[src/lrup_pkg.sv]
// Shared constants and types for the LRU page replacement block.
// No dependencies; imported by lru_page_replacement.
`default_nettype none

package lrup_pkg;

  // Frame store geometry and field widths
  localparam int FRAMES     = 8;
  localparam int PAGE_BITS  = 16;
  localparam int FRAME_W    = 3;
  localparam int CNT_W      = 4;
  localparam int FAULT_W    = 32;

  localparam logic [CNT_W-1:0]   FRAMES_CNT = CNT_W'(FRAMES);
  localparam logic [CNT_W-1:0]   LIMIT_RST  = CNT_W'(8);
  localparam logic [FAULT_W-1:0] FAULT_MAX  = '1;

  typedef logic [PAGE_BITS-1:0] page_t;
  typedef logic [FRAME_W-1:0]   rank_t;
  typedef logic [CNT_W-1:0]     cnt_t;

  // Sequencer states
  typedef enum logic [1:0] {
    ST_IDLE,
    ST_SEARCH,
    ST_VICTIM,
    ST_UPDATE
  } lrup_state_t;

endpackage

`default_nettype wire

[src/lru_page_replacement.sv]
// LRU page replacement over a fully associative set of frames.
// Each accepted item runs a search over the filled frames, a victim scan on a
// full miss only, and an update that commits state and loads the result. A new
// item is taken only in idle, after the last one has been committed; the single
// shared page and rank comparators step one frame per cycle. A stalled result
// holds the update state. Reset (synchronous, rst_n low): no frames, faults zero, limit 8.
`default_nettype none

module lru_page_replacement
  import lrup_pkg::*;
(
  input  wire logic                 clk,
  input  wire logic                 rst_n,
  // configuration write channel
  input  wire logic                 cfg_valid,
  output logic                      cfg_ready,
  input  wire logic [CNT_W-1:0]     cfg_frames_in_use,
  // input channel
  input  wire logic                 in_valid,
  output logic                      in_stall,
  input  wire logic [PAGE_BITS-1:0] in_page,
  // result channel
  output logic                      out_valid,
  input  wire logic                 out_stall,
  output logic                      out_hit,
  output logic [FRAME_W-1:0]        out_frame,
  output logic                      out_evicted_valid,
  output logic [PAGE_BITS-1:0]      out_evicted_page,
  output logic [FAULT_W-1:0]        out_fault_count
);

  // Page store: written only when filled or replaced, no reset
  page_t frame_pages [FRAMES];

  lrup_state_t state_r, state_nxt;
  cnt_t        limit_r, limit_nxt;       // configured frames_in_use
  cnt_t        lim_r, lim_nxt;           // clamped limit latched per item
  cnt_t        searched_r, searched_nxt;
  cnt_t        filled_r, filled_nxt;
  cnt_t        idx_r, idx_nxt;
  cnt_t        best_r, best_nxt;
  rank_t       best_rank_r, best_rank_nxt;
  page_t       page_r, page_nxt;
  logic        hit_r, hit_nxt;
  logic        fill_r, fill_nxt;
  logic [FAULT_W-1:0] fault_r, fault_nxt;
  rank_t       ranks_r [FRAMES];
  rank_t       ranks_nxt [FRAMES];

  logic               out_valid_r, out_valid_nxt;
  logic               out_hit_r, out_hit_nxt;
  logic [FRAME_W-1:0] out_frame_r, out_frame_nxt;
  logic               out_ev_r, out_ev_nxt;
  page_t              out_ev_page_r, out_ev_page_nxt;
  logic [FAULT_W-1:0] out_fault_r, out_fault_nxt;

  logic       in_acc;
  logic       out_free;
  logic       cfg_acc;
  cnt_t       clamp_lim;
  page_t      pg_rd_r;
  rank_t      rank_rd;
  logic       in_range;
  logic       page_match;
  logic       commit;
  logic       pg_we;
  cnt_t       filled_new;
  cnt_t       old_rank;

  // Handshakes
  assign cfg_ready = 1'b1;
  assign cfg_acc   = cfg_valid && cfg_ready;
  assign in_stall  = (state_r != ST_IDLE);
  assign in_acc    = in_valid && !in_stall;
  assign out_free  = !out_valid_r || !out_stall;
  assign commit    = (state_r == ST_UPDATE) && out_free;
  assign pg_we     = commit && !hit_r;

  // Clamp the configured limit into 1..FRAMES
  always_comb begin
    if (limit_r == '0) begin
      clamp_lim = CNT_W'(1);
    end else if (limit_r > FRAMES_CNT) begin
      clamp_lim = FRAMES_CNT;
    end else begin
      clamp_lim = limit_r;
    end
  end

  // Shared comparators, all addressed by the step counter
  assign rank_rd    = ranks_r[idx_r[FRAME_W-1:0]];
  assign in_range   = (idx_r < searched_r);
  assign page_match = (pg_rd_r == page_r);

  // Next state
  always_comb begin
    state_nxt = state_r;
    case (state_r)
      ST_IDLE: begin
        if (in_acc) state_nxt = ST_SEARCH;
      end
      ST_SEARCH: begin
        if (in_range) begin
          if (page_match) state_nxt = ST_UPDATE;
        end else if (filled_r < lim_r) begin
          state_nxt = ST_UPDATE;
        end else begin
          state_nxt = ST_VICTIM;
        end
      end
      ST_VICTIM: begin
        if (idx_r >= lim_r) state_nxt = ST_UPDATE;
      end
      ST_UPDATE: begin
        if (out_free) state_nxt = ST_IDLE;
      end
      default: state_nxt = ST_IDLE;
    endcase
  end

  // Rank update inputs: a fill ages every other filled frame
  assign filled_new = filled_r + CNT_W'(fill_r);
  assign old_rank   = fill_r ? FRAMES_CNT : {1'b0, rank_rd};

  // Datapath and result next values
  always_comb begin
    limit_nxt     = cfg_acc ? cfg_frames_in_use : limit_r;
    lim_nxt       = lim_r;
    searched_nxt  = searched_r;
    filled_nxt    = filled_r;
    idx_nxt       = idx_r;
    best_nxt      = best_r;
    best_rank_nxt = best_rank_r;
    page_nxt      = page_r;
    hit_nxt       = hit_r;
    fill_nxt      = fill_r;
    fault_nxt     = fault_r;
    for (int i = 0; i < FRAMES; i++) begin
      ranks_nxt[i] = ranks_r[i];
    end
    out_valid_nxt   = out_valid_r && out_stall;
    out_hit_nxt     = out_hit_r;
    out_frame_nxt   = out_frame_r;
    out_ev_nxt      = out_ev_r;
    out_ev_page_nxt = out_ev_page_r;
    out_fault_nxt   = out_fault_r;

    case (state_r)
      // Latch the item and the search bound
      ST_IDLE: begin
        if (in_acc) begin
          page_nxt     = in_page;
          lim_nxt      = clamp_lim;
          searched_nxt = (filled_r < clamp_lim) ? filled_r : clamp_lim;
          idx_nxt      = '0;
          hit_nxt      = 1'b0;
          fill_nxt     = 1'b0;
        end
      end
      // Compare one filled frame per cycle; on a miss pick fill or scan
      ST_SEARCH: begin
        if (in_range) begin
          if (page_match) begin
            hit_nxt = 1'b1;
          end else begin
            idx_nxt = idx_r + CNT_W'(1);
          end
        end else if (filled_r < lim_r) begin
          fill_nxt = 1'b1;
          idx_nxt  = filled_r;
        end else begin
          best_nxt      = '0;
          best_rank_nxt = ranks_r[0];
          idx_nxt       = CNT_W'(1);
        end
      end
      // Scan ranks for the oldest frame; lowest index wins ties
      ST_VICTIM: begin
        if (idx_r < lim_r) begin
          if (rank_rd > best_rank_r) begin
            best_nxt      = idx_r;
            best_rank_nxt = rank_rd;
          end
          idx_nxt = idx_r + CNT_W'(1);
        end else begin
          idx_nxt = best_r;
        end
      end
      // Commit state and load the result register
      ST_UPDATE: begin
        if (out_free) begin
          filled_nxt = filled_new;
          if (!hit_r && (fault_r != FAULT_MAX)) begin
            fault_nxt = fault_r + FAULT_W'(1);
          end
          for (int i = 0; i < FRAMES; i++) begin
            if (CNT_W'(i) == idx_r) begin
              ranks_nxt[i] = '0;
            end else if ((CNT_W'(i) < filled_new) && ({1'b0, ranks_r[i]} < old_rank)) begin
              ranks_nxt[i] = ranks_r[i] + FRAME_W'(1);
            end
          end
          out_valid_nxt   = 1'b1;
          out_hit_nxt     = hit_r;
          out_frame_nxt   = idx_r[FRAME_W-1:0];
          out_ev_nxt      = !hit_r && !fill_r;
          out_ev_page_nxt = (!hit_r && !fill_r) ? pg_rd_r : '0;
          out_fault_nxt   = (!hit_r && (fault_r != FAULT_MAX)) ?
                            fault_r + FAULT_W'(1) : fault_r;
        end
      end
      default: begin
      end
    endcase
  end

  // Control and payload registers
  always_ff @(posedge clk) begin
    if (!rst_n) begin
      state_r     <= ST_IDLE;
      limit_r     <= LIMIT_RST;
      filled_r    <= '0;
      fault_r     <= '0;
      out_valid_r <= 1'b0;
      for (int i = 0; i < FRAMES; i++) begin
        ranks_r[i] <= '0;
      end
    end else begin
      state_r     <= state_nxt;
      limit_r     <= limit_nxt;
      filled_r    <= filled_nxt;
      fault_r     <= fault_nxt;
      out_valid_r <= out_valid_nxt;
      for (int i = 0; i < FRAMES; i++) begin
        ranks_r[i] <= ranks_nxt[i];
      end
    end
    lim_r         <= lim_nxt;
    searched_r    <= searched_nxt;
    idx_r         <= idx_nxt;
    best_r        <= best_nxt;
    best_rank_r   <= best_rank_nxt;
    page_r        <= page_nxt;
    hit_r         <= hit_nxt;
    fill_r        <= fill_nxt;
    out_hit_r     <= out_hit_nxt;
    out_frame_r   <= out_frame_nxt;
    out_ev_r      <= out_ev_nxt;
    out_ev_page_r <= out_ev_page_nxt;
    out_fault_r   <= out_fault_nxt;
  end

  // Page store write on fill or replacement; read the next step's frame
  always_ff @(posedge clk) begin
    if (pg_we) begin
      frame_pages[idx_r[FRAME_W-1:0]] <= page_r;
    end
    pg_rd_r <= frame_pages[idx_nxt[FRAME_W-1:0]];
  end

  // Result ports
  assign out_valid         = out_valid_r;
  assign out_hit           = out_hit_r;
  assign out_frame         = out_frame_r;
  assign out_evicted_valid = out_ev_r;
  assign out_evicted_page  = out_ev_page_r;
  assign out_fault_count   = out_fault_r;

  // Filled count never passes the frame store size
  a_filled_bound: assert property (@(posedge clk) disable iff (!rst_n)
    filled_r <= FRAMES_CNT)
    else $error("filled count exceeds frame count");

  // A victim scan only runs when every frame under the limit is filled
  a_victim_full: assert property (@(posedge clk) disable iff (!rst_n)
    state_r == ST_VICTIM |-> filled_r >= lim_r)
    else $error("victim scan with free frames");

  // A hit never reports an eviction
  a_hit_no_evict: assert property (@(posedge clk) disable iff (!rst_n)
    out_valid_r && out_hit_r |-> !out_ev_r)
    else $error("eviction reported on hit");

  // Fault total never decreases
  a_fault_mono: assert property (@(posedge clk) disable iff (!rst_n)
    $past(rst_n) |-> fault_r >= $past(fault_r))
    else $error("fault total decreased");

endmodule

`default_nettype wire

[config.mk]
export PLATFORM = sky130hd
export DESIGN_NAME = lru_page_replacement
export DESIGN_NICKNAME = d
export VERILOG_FILES = /design/src/lrup_pkg.sv /design/src/lru_page_replacement.sv
export SDC_FILE = /design/constraint.sdc
export NUM_CORES = 1
export LEC_CHECK = 0
export BUFFER_PORTS_ARGS = -buffer_cell sky130_fd_sc_hd__clkbuf_2
export CAP_MARGIN = 20
export CELL_PAD_IN_SITES_DETAIL_PLACEMENT = 1
export CELL_PAD_IN_SITES_GLOBAL_PLACEMENT = 1
export CORE_ASPECT_RATIO = 0.75
export CORE_MARGIN = 5
export CORE_UTILIZATION = 50
export CTS_BUF_LIST = sky130_fd_sc_hd__clkbuf_16
export DETAILED_ROUTE_END_ITERATION = 12
export PLACE_DENSITY = 0.77
export SLEW_MARGIN = 5
export SYNTH_ARGS = -nofsm -noshare
export SYNTH_HDL_FRONTEND = slang
export SYNTH_SLANG_ARGS = --single-unit
[constraint.sdc]
create_clock -name clk -period 4.55 [get_ports clk]
set_input_delay 0.455 -clock clk [delete_from_list [all_inputs] [get_ports clk]]
set_output_delay 0.455 -clock clk [all_outputs]
set_load 0.02 [all_outputs]
# Word-level counts from Yosys, hierarchy flattened
# Memory sizes are Yosys's and may differ from the RTL's. A register that Yosys moved wholly into a read port is not among the register bits.
# Cells that the tools add are included.
[word_totals]
reg_bits = 133
ram_bits = 152
inputBits = 25
output_inout_bits = 56
elab_cells = 188
memories = 2
[memory_table]
columns = ["name", "depth", "width", "rd", "rd_clocked_by_memory_dff", "wr", "line", "source"]
rows = [
  ["frame_pages", 8, 16, 1, 1, 1, "lru_page_replacement.sv:33", "page_t frame_pages [FRAMES];"],
  ["ranks_r", 8, 3, 9, 1, 8, "lru_page_replacement.sv:47", "rank_t ranks_r [FRAMES];"],
]
[classes]
n_addsub = 11
magnitude_cmp = 23
n_eq_ne = 24
n_mux = 67
bitwise_logic = 8
n_reduce_logical = 34
[op_table]
columns = ["cell", "n"]
rows = [
  ["3-bit 2-to-1 mux", 28],
  ["4-bit 2-to-1 mux", 13],
  ["24-bit 2-to-1 mux", 2],
  ["32-bit by 1-bit adder with 32-bit output (second input constant)", 1],
  ["3-bit by 4-bit < comparator with 1-bit output", 8],
  ["32-bit 2-to-1 mux", 1],
  ["32-bit != test (second input constant)", 1],
  ["3-bit by 1-bit adder with 3-bit output (second input constant)", 8],
  ["2-bit != test (second input constant)", 10],
  ["16-bit equality test", 1],
  ["3-bit by 4-bit equality test with 1-bit output (first input constant)", 4],
  ["3-bit by 4-bit < comparator with 1-bit output (first input constant)", 4],
  ["4-bit < comparator", 4],
  ["1-bit logical AND", 14],
  ["1-bit 2-to-1 mux", 12],
  ["4-bit one-hot mux with 3 select lines", 1],
  ["4-bit AND reduction", 3],
  ["2-bit 2-to-1 mux", 5],
  ["2-bit by 4-bit equality test with 1-bit output (first input constant)", 2],
  ["4-bit logical NOT", 2],
  ["1-bit by 4-bit < comparator with 1-bit output (first input constant)", 2],
  ["2-bit by 4-bit < comparator with 1-bit output (first input constant)", 2],
  ["1-bit OR", 8],
  ["2-bit one-hot mux with 4 select lines", 1],
  ["other kinds (20)", 30],
]

# Longest topological paths before layout
# Gate-level depths: netlist of run 1.
[depth]
ltp_word = 8
mapped_depth = 14

# Worst setup path before layout of run 1
# No wires, ideal clock.
[synth_timing]
path_type = "reg-to-reg"
startpoint = "reg state_r[0]"
endpoint = "reg fault_r[11]"
setup_time_ps = 70
arrival_ps = 3482
required_time_ps = 4480
path_slack_ps = 998
stages_incl_launch_ff = 9
path_buffers = 2
synth_period_minus_slack_ps = 3552
cell_sequence = "dfxtp_1 -> ha_1 -> clkbuf_1 -> nand2_1 -> inv_1 -> clkbuf_1 -> nand3_1 -> or3_1 -> a21oi_1"
[synth_between]
elab_chain_cells = 2
[synth_lines]
columns = ["element", "line", "source"]
rows = [
  ["start: declaration", "lru_page_replacement.sv:35", "lrup_state_t state_r, state_nxt;"],
  ["start signal: assignment", "lru_page_replacement.sv:229", "state_r <= state_nxt;"],
  ["2-bit equality test", "lru_page_replacement.sv:148", "case (state_r)"],
  ["2-bit AND reduction (no line)", "--", ""],
  ["end signal: assignment", "lru_page_replacement.sv:232", "fault_r <= fault_nxt;"],
  ["end: declaration", "lru_page_replacement.sv:46", "logic [FAULT_W-1:0] fault_r, fault_nxt;"],
]
# No other way between the ends.
# A chain may end at the register's enable or synchronous reset.

# Worst setup path after layout of run 1
[layout_timing]
startpoint = "reg idx_r[1]"
endpoint = "reg pg_rd_r[4] (read register of frame_pages)"
[layout_between]
elab_chain_cells = 4
word_cells_on_any_way = 8
[layout_lines]
columns = ["element", "line", "source"]
rows = [
  ["start: declaration", "lru_page_replacement.sv:40", "cnt_t idx_r, idx_nxt;"],
  ["start signal: assignment", "lru_page_replacement.sv:240", "idx_r <= idx_nxt;"],
  ["4-bit by 1-bit adder with 4-bit output", "lru_page_replacement.sv:166, lru_page_replacement.sv:184", ""],
  ["4-bit 2-to-1 mux", "lru_page_replacement.sv:163", "if (page_match) begin"],
  ["4-bit 2-to-1 mux", "lru_page_replacement.sv:162", "if (in_range) begin"],
  ["4-bit one-hot mux with 3 select lines (*)", "lru_page_replacement.sv:148", ""],
  ["end: declaration", "lru_page_replacement.sv:61", "page_t pg_rd_r;"],
]
# Every way passes the cells marked *; elsewhere a longest branch is shown, timed or not. The select of a mux whose other input is x is not followed.

==> flow_summary.toml, run 1 <==
[finish]
mostFrequentLayoutCells = "edfxtp_1, nor2_1, dfxtp_1"
multi_input_area_um2 = 5160
fin_cells = 1581
final_common_cell = "edfxtp_1"
final_util_pct = 57.2
nets = 1281
n_antenna_cell = 0
area_delta_synth_final_pct = 12.9
fillers = 2744
seqCellArea_um2 = 8180
drive_gt1_share_pct = 17.6

[sta]
slew_viol_final = 0
setup_tns_ns = 0
fin_skew_ns = 0.00952
finalHoldViolCount = 0
final.min_clock_period_ns = 3.69
tightest_slew_ns = 1.05
relSlewSlack_pct = 29.5
fmax_mhz = 271
setup_violations = 0
rsz0062_at_grt = "false"
fin_crit_sh_pct = 81.1

[place]
portBuffers = 79
gp_congestion = 0.797
dp_hpwl_um = 23200
dp.cells = 1523

[synthesis]
synth-edff-count = 215
yosysWarningCount = 0
synth_top_cell_area_share_pct = 47.2
ys.flop_type = "edfxtp_1"
synth_top_family_by_area = "simple AND/OR/NAND/NOR gates"
synth_area_leaders = "edfxtp_1, dfxtp_1, ha_1, xnor2_1, nor2_1"
synth_cells = 1122
syn_area_um2 = 13700
syn_nets = 1198
synth_area_per_cell_um2 = 12.2
synthAdderAreaFrac_pct = 4.66
muxShareOfSynthArea_pct = 5.16
synth-seq-area-share_pct = 59.8
synth_top_area_cell = "edfxtp_1"
synth_simple_gate_area_share_pct = 15.1
synth_xor_area_share_pct = 5.63
ys_ff_latch = 301
synth.distinct_cells = 71
synth_compound_area_share_pct = 7.04
async_flop_share_pct = 0

[cts]
worstSkewPairLatency_ns = 0.57
path_clk_slew_ns = 0.06
clockRootBuffer = "clkbuf_16"
cts_hold_buf = 0
cts_tree = "done"
cts_resized = 0
clock_sink_count = 301
cts_buffers = 31
cts.htree.levels = 1
cts_buffer_depth = 3
cts_setup_buffers = 0

[detailed_routing]
dr_wl_met2_um = 16200
remaining_drc_errors = 0
vias = 9101
routed_wl_um = 34900
top_layer = "met4"
wl_met3_um = 1940
post_drt_wl_per_cell_um = 22.1
first_pass_iters = 5
wl_met1_um = 16400
ant_nets = 0
drt_iter0_markers = 692
viasPerCell = 5.76

[run_status]
status = "finished, final reports clean"

[job]
maxCapViolations = 0

[min_path]
hp-class = "in2reg"
hold_path_depth = 1
min_from = "in_page[10]"
hold_end = "page_r[10]"

[global_routing]
grt.total_usage_pct = 22.3
grt_pass1_vias = 9565
grt_start_max_net_pins = 96
grt-ovfl-total = 0
grt_pass1_wl_um = 55000
antenna_found_initial = 0

[critical_path]
cp_slowest_cell = "o211ai_2"
reg2reg_to = "pg_rd_r[4]"
crit_top_cell = "o211ai_2"
endpoint_kind = "flip-flop"
cp_data_required_time_ns = 5.01
critical_path_arrival_ns = 4.15
crit_type = "reg2reg"
cp_cell_sequence = "ha_1 -> nor2b_1 -> o211ai_1 -> nand2_1 -> a21oi_1 -> o211ai_2 -> o211ai_2 -> a211oi_1 -> nor4_1"
crit_cells = 9
critPathTopFamily = "compound AO/OA/AOI/OAI gates"
crit_fanout = 16
worstReg2RegStart = "idx_r[1]"
crit_buf_inv = 0
r2r_cells = 9
rrSetupSlack_ns = 0.86
worst_setup_path_start_kind = "flip-flop"
slowest_delay_ns = 0.85

[die]
core_um2 = 27000
die-area_um2 = 30800
fp.dieW_um = 201
ioPinCount = 81
rows = 52
fp.dieH_um = 153
initial_core_util_pct = 50.7

[power_and_ir_drop]
peakVddDrop_uv = 388
power.density_nw_per_um2 = 552
leakage_nw = 5.67
-- where the power goes --
group / switching, mW / internal, mW
registers: 0.283 / 3.33
logic: 1.54 / 0.872
clock network: 1.08 / 1.42
-- area by class of cell --
cell class	count	share of cell area, %
sequential	301	52.9
multi-input combinational	745	33.4
clock buffer	31	5.02
timing repair buffer	101	3.71
tap	351	2.84
clock inverter	27	1.47
inverter	25	0.607
-- stage by stage --
stage	hold WS, ns	power [mW]	instance area [um2]	setup slack (ns)
after global routing	0.0313	8.92	15400	0.667
final	0.0555	8.53	15400	0.862
after detailed placement	0.511	6.04	14400	0.927
after floorplan	0.461	5.40	13700	0.998
after CTS	0.0307	8.56	15400	0.897
after global placement	0.488	5.94	14400	1.18
-- cell usage after synthesis, types with 3 or more instances --
cell type  count
edfxtp_1     215
nor2_1       111
dfxtp_1       86
nand2_1       80
xnor2_1       54
ha_1          51
nor3_1        49
a211oi_1      40
nor2b_1       34
xor2_1        34
a21oi_1       30
nand3_1       29
mux2_2        28
clkbuf_1      25
and2_1        24
inv_1         23
o21ai_0       22
nor4_1        19
mux2i_1       18
nand4_1       17
buf_2         14
nand2b_1      10
mux2_4         8
nor3_2         8
and3_1         7
or3_1          7
buf_6          5
a211o_1        4
and4_1         4
buf_4          4
mux4_2         4
buf_1          3
o211ai_1       3
o211ai_2       3
o21a_1         3
o22ai_1        3
or2_2          3
-- how the worst max path moves through the flow --
stage	start	end	slack, ns
finish	idx_r[1]	pg_rd_r[4]	0.86
global route	page_r[11]	pg_rd_r[4]	0.67
CTS	page_r[2]	pg_rd_r[4]	0.90
detailed placement	page_r[2]	pg_rd_r[5]	0.93
global placement	idx_r[1]	pg_rd_r[15]	1.18
floorplan	state_r[0]	fault_r[11]	1.0
-- logic make-up (layout without fill, tap and decap cells) --
logic type,Yosys count,in the layout
compound gates,136,136
xor+xnor,88,88
fa+ha+maj,51,51
buf+inv,76,184
flops,301,301
mux,58,58
other cells,1,1
simple gates,411,411
-- routing by layer --
| layer | track usage [%] | vias up |
|---|---|---|
| met5 | 0 | - |
| met4 | 3.37 | 0 |
| met3 | 3.73 | 36 |
| met2 | 35.8 | 246 |
| met1 | 32.7 | 4572 |
| li1 | - | 4247 |
-- state kept, by name, indices dropped and copies added, names as in the netlist, 2 cells and up --
name / cells
best_r: 4
best_rank_r: 3
fault_r: 32
filled_r: 4
frame_pages: 128
idx_r: 4
lim_r: 4
limit_r: 4
out_evicted_page: 16
out_fault_count: 32
out_frame: 3
page_r: 16
pg_rd_r: 16
ranks_r: 24
searched_r: 4
state_r: 2
(Power assumes the default switching activity.)
==> run 2: changes to the inputs <==
==> constraint.sdc (replaced) <==
create_clock -name clk -period 3.87 [get_ports clk]
set_input_delay 0.387 -clock clk [delete_from_list [all_inputs] [get_ports clk]]
set_output_delay 0.387 -clock clk [all_outputs]
set_load 0.02 [all_outputs]
==> run 2 against run 1 <==
Effect of this change: non-clock buffer count up 21; via count grew 1.6%; clock power grew 10%; routed wire length rose by 1.5%; clock skew is 0.0011 ns higher; fmax increased by 5.4%; sequential power is 17% higher; final cell count rose by 1.1%; first-iteration DRC count is 2.7% higher; register-to-register slack lost 0.49 ns; combinational power increased by 21%; clock-buffer cell count is 1 lower; critical endpoint is now pg_rd_r[5].
==> flow_summary.toml, run 2 (synthesized netlist as in run 1, its figures left out) <==
[global_routing]
grt-ovfl-total = 0
antenna_found_initial = 0
grt.total_usage_pct = 22.7
grt_pass1_vias = 9766
grt_pass1_wl_um = 56000
grt_start_max_net_pins = 76

[critical_path]
critical_path_arrival_ns = 3.94
slowest_delay_ns = 0.69
cp_slowest_cell = "nor4_1"
crit_type = "reg2reg"
cp_data_required_time_ns = 4.31
endpoint_kind = "flip-flop"
worst_setup_path_start_kind = "flip-flop"
crit_top_cell = "nor4_1"
crit_buf_inv = 1
critPathTopFamily = "simple AND/OR/NAND/NOR gates"
crit_fanout = 33
cp_cell_sequence = "xnor2_1 -> nand4_1 -> nor4_1 -> a31oi_1 -> nor2_1 -> or2_1 -> buf_4 -> nor3_1 -> nor4_1"

[detailed_routing]
dr_wl_met2_um = 16200
remaining_drc_errors = 0
wl_met3_um = 1600
wl_met1_um = 16900
top_layer = "met4"
ant_nets = 0
post_drt_wl_per_cell_um = 22.2
drt_iter0_markers = 711
vias = 9251
first_pass_iters = 5
viasPerCell = 5.79
routed_wl_um = 35400

[cts]
cts_buffer_depth = 3
cts_buffers = 29
cts_tree = "done"
cts_setup_buffers = 0
worstSkewPairLatency_ns = 0.56
clockRootBuffer = "clkbuf_16"
clock_sink_count = 301
cts.htree.levels = 1
path_clk_slew_ns = 0.06

[finish]
seqCellArea_um2 = 8180
multi_input_area_um2 = 5160
mostFrequentLayoutCells = "edfxtp_1, nor2_1, dfxtp_1"
largest_reg_flops = 128
n_antenna_cell = 0
final_common_cell = "edfxtp_1"
area_delta_synth_final_pct = 13.7
nets = 1300
fin_area_um2 = 15600
drive_gt1_share_pct = 17.9
fin_cells = 1598
fillers = 2764

[min_path]
hp-class = "in2reg"

[place]
dp_hpwl_um = 23900
gp_congestion = 0.821
portBuffers = 79
dp.cells = 1531
placed_area_um2 = 14500

[die]
fp.dieH_um = 153
rows = 52
initial_core_util_pct = 50.7
core_um2 = 27000
ioPinCount = 81
fp.dieW_um = 201
die-area_um2 = 30800

[power_and_ir_drop]
leakage_nw = 5.74
peakVddDrop_uv = 430
power.density_nw_per_um2 = 638

[sta]
rsz0062_at_grt = "false"
whs_ns = 0.0185
slew_viol_final = 0
tightest_slew_ns = 1.02
relSlewSlack_pct = 32.1
fin_crit_sh_pct = 90.4
fin_skew_ns = 0.0106
setup_tns_ns = 0
fmax_mhz = 286
final.min_clock_period_ns = 3.50
finalHoldViolCount = 0
setup_violations = 0

[run_status]
status = "finished, final reports clean"

[job]
maxCapViolations = 0
-- run 2: changes by cell type in the layout (fill, tap and decap cells not counted) --
| cell | delta |
|---|---|
| inv_1 | +1 |
| clkinv_4 | -1 |
| inv_4 | +1 |
| inv_16 | -1 |
| dlygate4sd3_1 | +13 |
| clkinvlp_4 | -1 |
| clkinv_2 | +3 |
| bufinv_16 | -1 |
| clkbuf_16 | -1 |
| buf_4 | +8 |
| clkinv_1 | -4 |
-- run 2: worst register-to-register path, stage by stage, from the launching register on --
cell and delay, ns:
edfxtp_1 0.54, xnor2_1 0.36, nand4_1 0.26, nor4_1 0.69
a31oi_1 0.22, nor2_1 0.27, or2_1 0.15, buf_4 0.42
nor3_1 0.16, nor4_1 0.32
-- run 2: routing by layer --
metal,global-route usage (%),vias to the layer above
li1,-,4297
met1,33.6,4675
met2,36.0,226
met3,3.13,53
met4,4.78,0
met5,0,-
-- run 2: through the flow --
step | worst slack, ns | total power, mW | util [%]
after floorplan | 0.318 | 6.35 | -
after global placement | 0.588 | 7.03 | 53.7
after detailed placement | 0.425 | 7.16 | 53.7
after CTS | 0.414 | 9.95 | 57.6
after global routing | 0.166 | 10.4 | 57.6
final | 0.372 | 9.92 | 57.6
-- run 2: final timing paths --
check,start,endpoint,slack (ns),depth (start not counted)
worst min-delay path,in_page[4],page_r[4],0.02,1
worst max register to register,page_r[0],pg_rd_r[5],0.37,9
worst max-delay path,page_r[0],pg_rd_r[5],0.37,9
worst min register to register,limit_r[3],lim_r[3],0.51,0
-- run 2: cell type report --
class,instances,area share [%]
clock inverters,24,1.10
inverters,25,0.603
multi-input cells,745,33.2
well taps,351,2.82
repair buffers,122,4.91
flip-flops and latches,301,52.6
clock buffers,30,4.83
-- run 2: timing repair --
| item | 4_1_cts | 5_1_grt |
|---|---|---|
| gates resized for setup | 0 | 0 |
| hold buffers | 13 | 0 |
| hold endpoints to repair | 13 | 0 |
-- run 2: power by group --
group          internal (mW)  switching (mW)  total (mW)
Sequential              3.92           0.321        4.24
Clock                   1.54            1.22        2.76
Combinational           1.06            1.86        2.92
Total                   6.52            3.41        9.92
==> run 3: changes to the inputs <==
--- a/config.mk
+++ b/config.mk
@@ -6,7 +6,6 @@
 export NUM_CORES = 1
 export LEC_CHECK = 0
 export BUFFER_PORTS_ARGS = -buffer_cell sky130_fd_sc_hd__clkbuf_2
-export CAP_MARGIN = 20
 export CELL_PAD_IN_SITES_DETAIL_PLACEMENT = 1
 export CELL_PAD_IN_SITES_GLOBAL_PLACEMENT = 1
 export CORE_ASPECT_RATIO = 0.75
@@ -15,6 +14,7 @@
 export CTS_BUF_LIST = sky130_fd_sc_hd__clkbuf_16
 export DETAILED_ROUTE_END_ITERATION = 12
 export PLACE_DENSITY = 0.77
+export REMOVE_ABC_BUFFERS = 1
 export SLEW_MARGIN = 5
 export SYNTH_ARGS = -nofsm -noshare
 export SYNTH_HDL_FRONTEND = slang
==> run 3 against run 2 <==
Effect of this change: sequential share of layout area fell by 0.11 points; final cell count did not move; critical endpoint is now ranks_r[4][2]; global-route usage fell by 0.34 points; clock-buffer cell count fell by 1; utilization rose by 0.12 points.
==> flow_summary.toml, run 3 (synthesized netlist as in run 1, its figures left out) <==
[run_status]
status = "finished, final reports clean"

[finish]
fillers = 2768
final_common_cell = "edfxtp_1"
mostFrequentLayoutCells = "edfxtp_1, nor2_1, dfxtp_1"
final_util_pct = 57.7
drive_gt1_share_pct = 17.4
n_antenna_cell = 0
nets = 1301
area_delta_synth_final_pct = 13.9
largest_reg_flops = 128

[sta]
slew_viol_final = 0
final.min_clock_period_ns = 3.61
fin_skew_ns = 0.00894
setup_violations = 0
setup_tns_ns = 0
tightest_slew_ns = 0.867
fin_crit_sh_pct = 93.3
fmax_mhz = 277
fin_ws_ns = 0.258
finalHoldViolCount = 0
rsz0062_at_grt = "false"
relSlewSlack_pct = 42.1

[detailed_routing]
viasPerCell = 5.76
drt_iter0_markers = 611
ant_nets = 0
vias = 9210
first_pass_iters = 5
routed_wl_um = 34700
post_drt_wl_per_cell_um = 21.7
remaining_drc_errors = 0

[place]
dp_hpwl_um = 23400
portBuffers = 79
gp_congestion = 0.828
place_ws_ns = 0.300

[cts]
cts_tree = "done"
path_clk_slew_ns = 0.06
cts_buffer_depth = 3
cts_setup_buffers = 0
clock_sink_count = 301
clockRootBuffer = "clkbuf_16"
cts_buffers = 29
cts.htree.levels = 1
worstSkewPairLatency_ns = 0.56

[global_routing]
grt.total_usage_pct = 22.3
grt_start_max_net_pins = 96
grt-ovfl-total = 0
antenna_found_initial = 1
grt_pass1_wl_um = 55100
grt_pass1_vias = 9643

[die]
initial_core_util_pct = 50.7
ioPinCount = 81
rows = 52
fp.dieW_um = 201
core_um2 = 27000
fp.dieH_um = 153
die-area_um2 = 30800

[critical_path]
crit_type = "reg2reg"
crit_fanout = 15
cp_data_required_time_ns = 4.32
worstReg2RegStart = "idx_r[1]"
critical_path_arrival_ns = 4.06
endpoint_kind = "flip-flop"
worst_setup_path_start_kind = "flip-flop"
startpoint = "idx_r[1]"

[job]
maxCapViolations = 0

[power_and_ir_drop]
total_power_mw = 10.0
peakVddDrop_uv = 488
leakage_nw = 5.74
power.density_nw_per_um2 = 642

[min_path]
hp-class = "in2reg"
min_from = "in_page[11]"
run 3: worst paths after layout:
kind,cells after the start,endpoint,slack [ns]
worst max register to register,11,ranks_r[4][2],0.26
worst max-delay path,11,ranks_r[4][2],0.26
worst min register to register,2,limit_r[0],0.51
worst min-delay path,1,page_r[11],0.03
run 3: repair_timing:
item	in CTS	in global routing
resized for setup	0	0
hold buffers	14	0
hold endpoints to repair	14	0
run 3: cell type report:
cell class                 instances  area [um2]  share of cell area (%)
multi-input combinational        745        5160                    33.1
timing repair buffer             123         786                    5.04
clock buffer                      29         726                    4.66
clock inverter                    24         209                    1.34
tap                              351         439                    2.82
inverter                          25        93.8                   0.602
sequential                       301        8180                    52.5
run 3: critical path: stages, from the launching register on:
cell	delay, ns
dfxtp_1	0.78
mux2_2	0.40
a221oi_1	0.34
o22ai_1	0.19
nand2b_1	0.34
ha_1	0.31
nor2_1	0.10
a211oi_1	0.06
nor3_1	0.55
nand2_1	0.14
xnor2_1	0.14
and2_1	0.15
run 3: through the flow:
| stage | instance area (um2) | instances | hold WS, ns |
|---|---|---|---|
| 2_1_floorplan | 13400 | 1071 | 0.454 |
| 4_1_cts | 15600 | 1598 | 0.00846 |
| 3_3_place_gp | 14500 | 1531 | 0.486 |
| 6_report | 15600 | 1598 | 0.0310 |
| 5_1_grt | 15600 | 1598 | 0.00955 |
| 3_5_place_dp | 14500 | 1531 | 0.494 |
run 3: where the power goes:
part	total [mW]	leakage, nW	internal (mW)	switching, mW
Sequential	4.25	2.72	3.92	0.333
Clock	2.84	0.469	1.62	1.22
Combinational	2.91	2.56	1.09	1.82
Total	10.0	5.74	6.63	3.38
run 3: routing by layer:
layer	GRT usage [%]	vias to the layer above	routed length, um
met5	0.621	-	0
li1	-	4303	-
met2	36.7	254	16200
met3	4.09	43	2090
met4	4.75	0	610
met1	31.3	4610	15800
